File: src/rtl/sprm_pkg.sv
// ----------------------------------------------------------------------------
// sprm_pkg: shared types and constants for the string-to-port/remote mapper
// Holds widths, register indexes, the sequencer state and the mapping mode.
// ----------------------------------------------------------------------------
package sprm_pkg;

   // Outputs per remote group and the highest string number served
   localparam int PortsPerRemote = 4;
   localparam int MaxStrings     = 256;

   // Field widths
   localparam int BasePortW    = 8;
   localparam int FirstRemoteW = 4;
   localparam int DepthW       = 5;
   localparam int StringW      = 9;
   localparam int PortW        = 9;
   localparam int RemoteW      = 5;
   localparam int OffsetW      = 8;
   localparam int CsrIndexW    = 2;
   localparam int CsrDataW     = 8;

   // Configuration register indexes
   localparam logic [CsrIndexW-1:0] CSR_BASE_PORT       = 2'd0;
   localparam logic [CsrIndexW-1:0] CSR_FIRST_REMOTE    = 2'd1;
   localparam logic [CsrIndexW-1:0] CSR_CASCADE_DEPTH   = 2'd2;
   localparam logic [CsrIndexW-1:0] CSR_CASCADE_ON_PORT = 2'd3;

   // Sequencer state
   typedef enum logic {
      ST_IDLE,
      ST_RUN
   } state_type;

   // Step rule applied on every walk step
   typedef enum logic [1:0] {
      MODE_FLAT,
      MODE_CASCADE,
      MODE_WALK
   } mode_type;

endpackage

File: src/rtl/string_to_port_remote_map_core.sv
// ----------------------------------------------------------------------------
// string_to_port_remote_map_core: locate a string on a controller
// Maps a one-based string number to its output port and remote index.
// ----------------------------------------------------------------------------
// Usage:
//   csr_*  : configuration writes (base port, first remote, cascade depth,
//            cascade mode); always ready, write only while the block is idle.
//   req_*  : one beat carries a string number; taken only while the
//            sequencer is idle.
//   rsp_*  : one beat per request with the port and remote index.
// Walk: the sequencer takes s steps from request beat to result beat, s being the string
//   number minus one after saturation to 1..256 (0 when no base port is set).
//   One request is in work at a time; each step of the string walk passes once
//   through the shared step unit's incrementers and compares.
// The next request beat is taken only once the last result is loaded.
// The result sits in an output register, so the next request is taken while
//   a result still waits. A stalled receiver holds the result and, once a new
//   walk finishes, holds the sequencer until the register frees.
// Reset (synchronous, active high) clears the sequencer and the output valid
//   and loads base port 0, first remote 0, cascade depth 1, port walk mode.
// ----------------------------------------------------------------------------
module string_to_port_remote_map_core (
   input  logic                              clock,
   input  logic                              reset,
   // configuration port
   input  logic                              csr_valid,
   output logic                              csr_ready,
   input  logic [sprm_pkg::CsrIndexW-1:0]    csr_index,
   input  logic [sprm_pkg::CsrDataW-1:0]     csr_wdata,
   // request channel
   input  logic                              req_valid,
   output logic                              req_ready,
   input  logic [sprm_pkg::StringW-1:0]      req_string_number,
   // result channel
   output logic                              rsp_valid,
   input  logic                              rsp_ready,
   output logic [sprm_pkg::PortW-1:0]        rsp_out_port,
   output logic [sprm_pkg::RemoteW-1:0]      rsp_out_remote
);

   // Configuration registers
   logic [sprm_pkg::BasePortW-1:0]    base_port_ff;
   logic [sprm_pkg::FirstRemoteW-1:0] first_remote_ff;
   logic [sprm_pkg::DepthW-1:0]       cascade_depth_ff;
   logic                              cascade_on_port_ff;

   // Sequencer and working registers
   sprm_pkg::state_type               state_ff, state_in;
   sprm_pkg::mode_type                mode_ff, mode_in;
   logic [sprm_pkg::OffsetW-1:0]      count_ff, count_in;
   logic [sprm_pkg::PortW-1:0]        port_ff, port_in;
   logic [sprm_pkg::RemoteW-1:0]      rel_ff, rel_in;

   // Output register
   logic                              rsp_valid_ff, rsp_valid_in;
   logic [sprm_pkg::PortW-1:0]        rsp_port_ff, rsp_port_in;
   logic [sprm_pkg::RemoteW-1:0]      rsp_remote_ff, rsp_remote_in;

   // Shared step unit signals
   logic [sprm_pkg::DepthW-1:0]       depth_eff;
   logic [sprm_pkg::PortW-1:0]        port_inc;
   logic [sprm_pkg::RemoteW-1:0]      rel_inc;
   logic                              rel_wrap;
   logic                              group_end;
   logic [sprm_pkg::StringW-1:0]      num_sat;
   logic [sprm_pkg::OffsetW-1:0]      offset;
   logic                              req_beat;
   logic                              rsp_free;

   assign csr_ready      = 1'b1;
   assign req_ready      = (state_ff == sprm_pkg::ST_IDLE);
   assign rsp_valid      = rsp_valid_ff;
   assign rsp_out_port   = rsp_port_ff;
   assign rsp_out_remote = rsp_remote_ff;

   assign req_beat = req_valid && req_ready;
   assign rsp_free = !rsp_valid_ff || rsp_ready;

   // Clamp the string number and form the zero-based offset
   always_comb begin
      if (req_string_number == '0) begin
         num_sat = sprm_pkg::StringW'(1);
      end else if (req_string_number > sprm_pkg::StringW'(sprm_pkg::MaxStrings)) begin
         num_sat = sprm_pkg::StringW'(sprm_pkg::MaxStrings);
      end else begin
         num_sat = req_string_number;
      end
      offset = sprm_pkg::OffsetW'(num_sat - sprm_pkg::StringW'(1));
   end

   // Shared step unit: one port increment, one remote increment, a depth compare and a group-end compare
   assign depth_eff = (cascade_depth_ff == '0) ? sprm_pkg::DepthW'(1) : cascade_depth_ff;
   assign port_inc  = port_ff + sprm_pkg::PortW'(1);
   assign rel_inc   = rel_ff + sprm_pkg::RemoteW'(1);
   assign rel_wrap  = rel_inc >= depth_eff;
   assign group_end = ((port_ff - sprm_pkg::PortW'(1))
                       % sprm_pkg::PortW'(sprm_pkg::PortsPerRemote))
                      == sprm_pkg::PortW'(sprm_pkg::PortsPerRemote - 1);

   // Next state, step and output register loading
   always_comb begin
      state_in      = state_ff;
      mode_in       = mode_ff;
      count_in      = count_ff;
      port_in       = port_ff;
      rel_in        = rel_ff;
      rsp_valid_in  = rsp_valid_ff && !rsp_ready;
      rsp_port_in   = rsp_port_ff;
      rsp_remote_in = rsp_remote_ff;

      unique case (state_ff)
         sprm_pkg::ST_IDLE: begin
            if (req_beat) begin
               state_in = sprm_pkg::ST_RUN;
               port_in  = sprm_pkg::PortW'(base_port_ff);
               rel_in   = '0;
               count_in = (base_port_ff == '0) ? '0 : offset;
               if (first_remote_ff == '0) begin
                  mode_in = sprm_pkg::MODE_FLAT;
               end else if (cascade_on_port_ff) begin
                  mode_in = sprm_pkg::MODE_CASCADE;
               end else begin
                  mode_in = sprm_pkg::MODE_WALK;
               end
            end
         end
         sprm_pkg::ST_RUN: begin
            if (count_ff != '0) begin
               // advance one string
               count_in = count_ff - sprm_pkg::OffsetW'(1);
               unique case (mode_ff)
                  sprm_pkg::MODE_FLAT: begin
                     port_in = port_inc;
                  end
                  sprm_pkg::MODE_CASCADE: begin
                     if (rel_wrap) begin
                        rel_in  = '0;
                        port_in = port_inc;
                     end else begin
                        rel_in  = rel_inc;
                     end
                  end
                  sprm_pkg::MODE_WALK: begin
                     if (!group_end) begin
                        port_in = port_inc;
                     end else if (rel_wrap) begin
                        rel_in  = '0;
                        port_in = port_inc;
                     end else begin
                        // back to the first port of this group, next remote
                        rel_in  = rel_inc;
                        port_in = port_ff - sprm_pkg::PortW'(sprm_pkg::PortsPerRemote - 1);
                     end
                  end
                  default: begin
                     port_in = port_ff;
                  end
               endcase
            end else if (rsp_free) begin
               // hand the result to the output register
               state_in      = sprm_pkg::ST_IDLE;
               rsp_valid_in  = 1'b1;
               rsp_port_in   = port_ff;
               rsp_remote_in = sprm_pkg::RemoteW'(first_remote_ff) + rel_ff;
            end
         end
         default: begin
            state_in = sprm_pkg::ST_IDLE;
         end
      endcase
   end

   // State and control registers
   always_ff @(posedge clock) begin
      if (reset) begin
         state_ff     <= sprm_pkg::ST_IDLE;
         rsp_valid_ff <= 1'b0;
      end else begin
         state_ff     <= state_in;
         rsp_valid_ff <= rsp_valid_in;
      end
   end

   // Working and payload registers
   always_ff @(posedge clock) begin
      mode_ff       <= mode_in;
      count_ff      <= count_in;
      port_ff       <= port_in;
      rel_ff        <= rel_in;
      rsp_port_ff   <= rsp_port_in;
      rsp_remote_ff <= rsp_remote_in;
   end

   // Configuration writes
   always_ff @(posedge clock) begin
      if (reset) begin
         base_port_ff       <= '0;
         first_remote_ff    <= '0;
         cascade_depth_ff   <= sprm_pkg::DepthW'(1);
         cascade_on_port_ff <= 1'b0;
      end else if (csr_valid && csr_ready) begin
         unique case (csr_index)
            sprm_pkg::CSR_BASE_PORT: begin
               base_port_ff <= csr_wdata[sprm_pkg::BasePortW-1:0];
            end
            sprm_pkg::CSR_FIRST_REMOTE: begin
               first_remote_ff <= csr_wdata[sprm_pkg::FirstRemoteW-1:0];
            end
            sprm_pkg::CSR_CASCADE_DEPTH: begin
               cascade_depth_ff <= csr_wdata[sprm_pkg::DepthW-1:0];
            end
            sprm_pkg::CSR_CASCADE_ON_PORT: begin
               cascade_on_port_ff <= csr_wdata[0];
            end
            default: begin
               cascade_on_port_ff <= cascade_on_port_ff;
            end
         endcase
      end
   end

`ifndef SYNTH
   // The remote offset never reaches the cascade depth during a walk
   a_rel_below_depth: assert property (@(posedge clock) disable iff (reset)
      (state_ff == sprm_pkg::ST_RUN) |-> (rel_ff < depth_eff))
      else $error("remote offset reached cascade depth");

   // Without a remote the offset stays zero
   a_flat_no_remote: assert property (@(posedge clock) disable iff (reset)
      (state_ff == sprm_pkg::ST_RUN && mode_ff == sprm_pkg::MODE_FLAT) |-> (rel_ff == '0))
      else $error("remote offset moved in flat mode");

   // Each step consumes exactly one string
   a_count_steps: assert property (@(posedge clock) disable iff (reset)
      (state_ff == sprm_pkg::ST_RUN && count_ff != '0)
      |=> (state_ff == sprm_pkg::ST_RUN && count_ff == $past(count_ff) - sprm_pkg::OffsetW'(1)))
      else $error("walk step count broken");

   // A result is loaded only when the walk has finished
   a_load_when_done: assert property (@(posedge clock) disable iff (reset)
      (state_ff == sprm_pkg::ST_RUN && state_in == sprm_pkg::ST_IDLE)
      |-> (count_ff == '0 && rsp_free))
      else $error("result loaded early or over a pending result");
`endif

endmodule

File: config.mk
export PLATFORM = sky130hd
export DESIGN_NAME = string_to_port_remote_map_core
export DESIGN_NICKNAME = d
export VERILOG_FILES = /design/src/rtl/sprm_pkg.sv /design/src/rtl/string_to_port_remote_map_core.sv
export SDC_FILE = /design/constraint.sdc
export NUM_CORES = 1
export LEC_CHECK = 0
export BUFFER_PORTS_ARGS = -buffer_cell sky130_fd_sc_hd__buf_2
export CAP_MARGIN = 20
export CORE_AREA = 2 2 98 100
export DETAILED_ROUTE_END_ITERATION = 10
export DIE_AREA = 0 0 100 102
export PLACE_DENSITY_LB_ADDON = 0.2
export SETUP_SLACK_MARGIN = 0.3
export SYNTH_ARGS = -nofsm -noshare
export SYNTH_HDL_FRONTEND = slang
export SYNTH_SLANG_ARGS = --single-unit
File: constraint.sdc
create_clock -name clock -period 3.7 [get_ports clock]
set_input_delay 0.74 -clock clock [delete_from_list [all_inputs] [get_ports clock]]
set_output_delay 0.74 -clock clock [all_outputs]
set_load 0.02 [all_outputs]
==> results.md <==
- Status: complete, no violations
- Top sig layer: met4
- Yosys top cell by area: edfxtp_1
- Fin crit share: 75.15%
- Crit-path max FO: 9
- Total core area: 9109 um2
- Post-synth ARST share: 0%
- ANT cells: 0
- Root Driver: clkbuf_8
- Crit path DAT: 2.87 ns
- CTS Buf Count: 9
- Mapped Nets: 345
- PwrDens: 458.3 nW/um2
- WL final: 6.704 mm
- Total Neg Setup Slack: 0 ns
- CP required: 3.79 ns
- # IOs: 41
- Via count: 2395
- Peak supply drop: 213.5 uV
- Int Pwr: 1.200 mW
- Setup WS pre-CTS: 0.9415 ns
- Comb power frac: 17.5%
- Critical Path Slowest Stage Cell: a221oi_1
- #FFs+latches synth: 58
- Cells along the critical path: ha_1 > nand3_1 > xnor2_1 > ha_1 > and3_1 > a221oi_1 > or2_2 > a31oi_1 > buf_4
- Final setup violation count: 0
- Final Hold Violating Endpoints: 0
- Routed Antenna Nets: 0
- Ys Warns: 0
- Top post-synthesis cells by count: 38 x edfxtp_1, 34 x nor2_1, 20 x dfxtp_1, 19 x mux2i_1, 17 x inv_1
- Worst Tran Pin Value: 0.8248 ns
- Vias in the first global route: 2251
- Cts repair resizes: 0
- CP Class: flip-flop to flip-flop
- Area Growth Syn to Fin: 16.47%
- Die height: 102 um
- Die footprint: 10200 um2
- CP peak stage delay: 0.55 ns
- RD Place Congestion: 0.7441
- Worst hold slack: 0.5084 ns
- Clock skew: 0.01225 ns
- DRC: 0
- Clock sinks: 58
- DR WL met2: 2.933 mm
- Gr ovfl total: 0
- P_sw: 0.4749 mW
- Ranking of synthesized cells by area: edfxtp_1 36%, dfxtp_1 13%, mux2i_1 6.1%, ha_1 5.6%, nor2_1 4.1%
- Max Clk Rate: 359.6 MHz
- Leakage: 1.537 nW
- Starting Density: 34.45%
- Largest net degree at the start of global routing: 24
- Met1 wire length: 3.339 mm
- Yosys cell types: 45
- Clock power share: 33.1%
- Gr usage total: 14.14%
- Port Buffers: 39
- Avg WL per Cell: 14.36 um
- Synth Cell Area: 3138 um2
- Relative slew slack: 45.02%
- Postcts setup bufs: 0
- Net count, final: 390
- Worst-Skew Late Latency: 0.34 ns
- Max_cap viols: 0
- Post-synthesis sequential area ratio: 49.12%
- Synth top area share: 36.36%
- Most frequent cell after synthesis: edfxtp_1
- Synth Area per Inst: 10.25 um2
- Share of cells above drive strength 1: 18.26%
- First-pass GRT wire length: 11.21 mm
- CTS Buffer Depth: 2
- DR iter-0 viols: 93
- Post-synth EDFFs: 38
- Final worst slack: 0.9193 ns
- Most frequent CP cell: ha_1
- DP HPWL: 4.993 mm
- Switching portion of total power: 28.35%
- Crit path capture type: flip-flop
- Hold Crit Class: flip-flop to flip-flop
- Cts hold-fix bufs: 0
- Die width: 100 um
- Part of the power in registers: 49.5%
- Fin. max-slew vios: 0
- Cells after synthesis: 306
- TritonCTS clock tree: yes
- Critical path startpoint category: flip-flop
- Top FF cell, synth: edfxtp_1
- Final critical-path required period: 2.781 ns
- RSZ-0062 raised after global routing: no
- Clock-pin slew on the worst setup and hold paths: 0.07 ns
- Vias per cell: 5.128
- H-tree depth: 3
- Site row count: 35
- Met3 Wirelength: 308 um
- Initial antenna violation count: 0
- DR pass1 iterations: 4
==> path summary, 6_finish.rpt <==
kind                            cells past startpoint        from         endpoint  slack (ns)
worst max register to register                      9   rel_ff[0]       port_ff[4]        0.92
worst max-delay path                                9   rel_ff[0]       port_ff[4]        0.92
worst min register to register                      0  port_ff[8]  rsp_out_port[8]        0.51
worst min-delay path                                0  port_ff[8]  rsp_out_port[8]        0.51
==> kinds of logic after synthesis <==
family                   count (synthesis)  synth area share, %
flip-flops                              58                49.12
multiplexers                            21                6.778
AO/OA/AOI/OAI                           48                9.649
buffers and inverters                   27                3.349
adder cells (fa/ha/maj)                 15                6.220
other                                    1               0.1195
AND/OR/NAND/NOR                        121                20.57
XOR/XNOR                                15                4.186
==> cell usage in the layout, fill, tap and decap left out, types with 9 or more instances in the layout <==
cell type / instances
nand2_1: 14
edfxtp_1: 38
inv_1: 17
dfxtp_1: 20
and3_1: 10
nand3_1: 10
ha_1: 14
o21ai_0: 9
xnor2_1: 10
mux2i_1: 19
buf_2: 39
nor2_1: 34
clkbuf_8: 10
==> power by group through the flow <==
stage	Sequential [mW]	Combinational [mW]	Clock [mW]
final	0.829	0.293	0.554
after global routing	0.838	0.335	0.595
after CTS	0.828	0.295	0.566
after detailed placement	0.842	0.293	0
after global placement	0.840	0.289	0
after floorplan	0.820	0.222	0
==> final cells by class <==
class / count / area [um2]
Multi-Input combinational cell: 221 / 1491
Timing Repair Buffer: 43 / 225.2
Clock buffer: 13 / 170.2
Sequential cell: 58 / 1541
Clock inverter: 3 / 20.02
Tap cell: 111 / 138.9
Inverter: 18 / 67.56
Fill cell: 908 / 5454
==> registers in the layout, summed over array words and instances, names as in the netlist <==
| register | count |
|---|---|
| state_ff | 1 |
| rel_ff | 5 |
| first_remote_ff | 4 |
| base_port_ff | 8 |
| mode_ff | 2 |
| rsp_out_port | 9 |
| port_ff | 9 |
| rsp_valid | 1 |
| cascade_on_port_ff | 1 |
| cascade_depth_ff | 5 |
| rsp_out_remote | 5 |
| count_ff | 8 |
==> worst max-delay path: cells and delay by family, from the launching register on <==
| family | cells | cell delay (ns) |
|---|---|---|
| DFF | 1 | 0.46 |
| buffers and inverters | 1 | 0.19 |
| and+or+nand+nor | 3 | 0.55 |
| xor gates and xnor gates | 1 | 0.16 |
| AOI/OAI and AO/OA | 2 | 0.62 |
| adders and majority gates | 2 | 0.55 |
==> stage by stage <==
stage          utilization, %  cell area [um2]  total power [mW]  std cells
3_5_place_dp            38.04             3465             1.135        451
6_report                40.12             3655             1.675        467
4_1_cts                 40.12             3655             1.689        467
2_1_floorplan               -             3138             1.043        306
3_3_place_gp            38.04             3465             1.130        451
5_1_grt                 40.12             3655             1.768        467
==> layer usage <==
| layer | track usage, % | up-vias |
|---|---|---|
| met1 | 20.35 | 1108 |
| met5 | 0 | - |
| met3 | 2.668 | 11 |
| li1 | - | 1217 |
| met4 | 6.217 | 0 |
| met2 | 20.79 | 59 |
No activity file was read; power rests on OpenSTA's default activity.
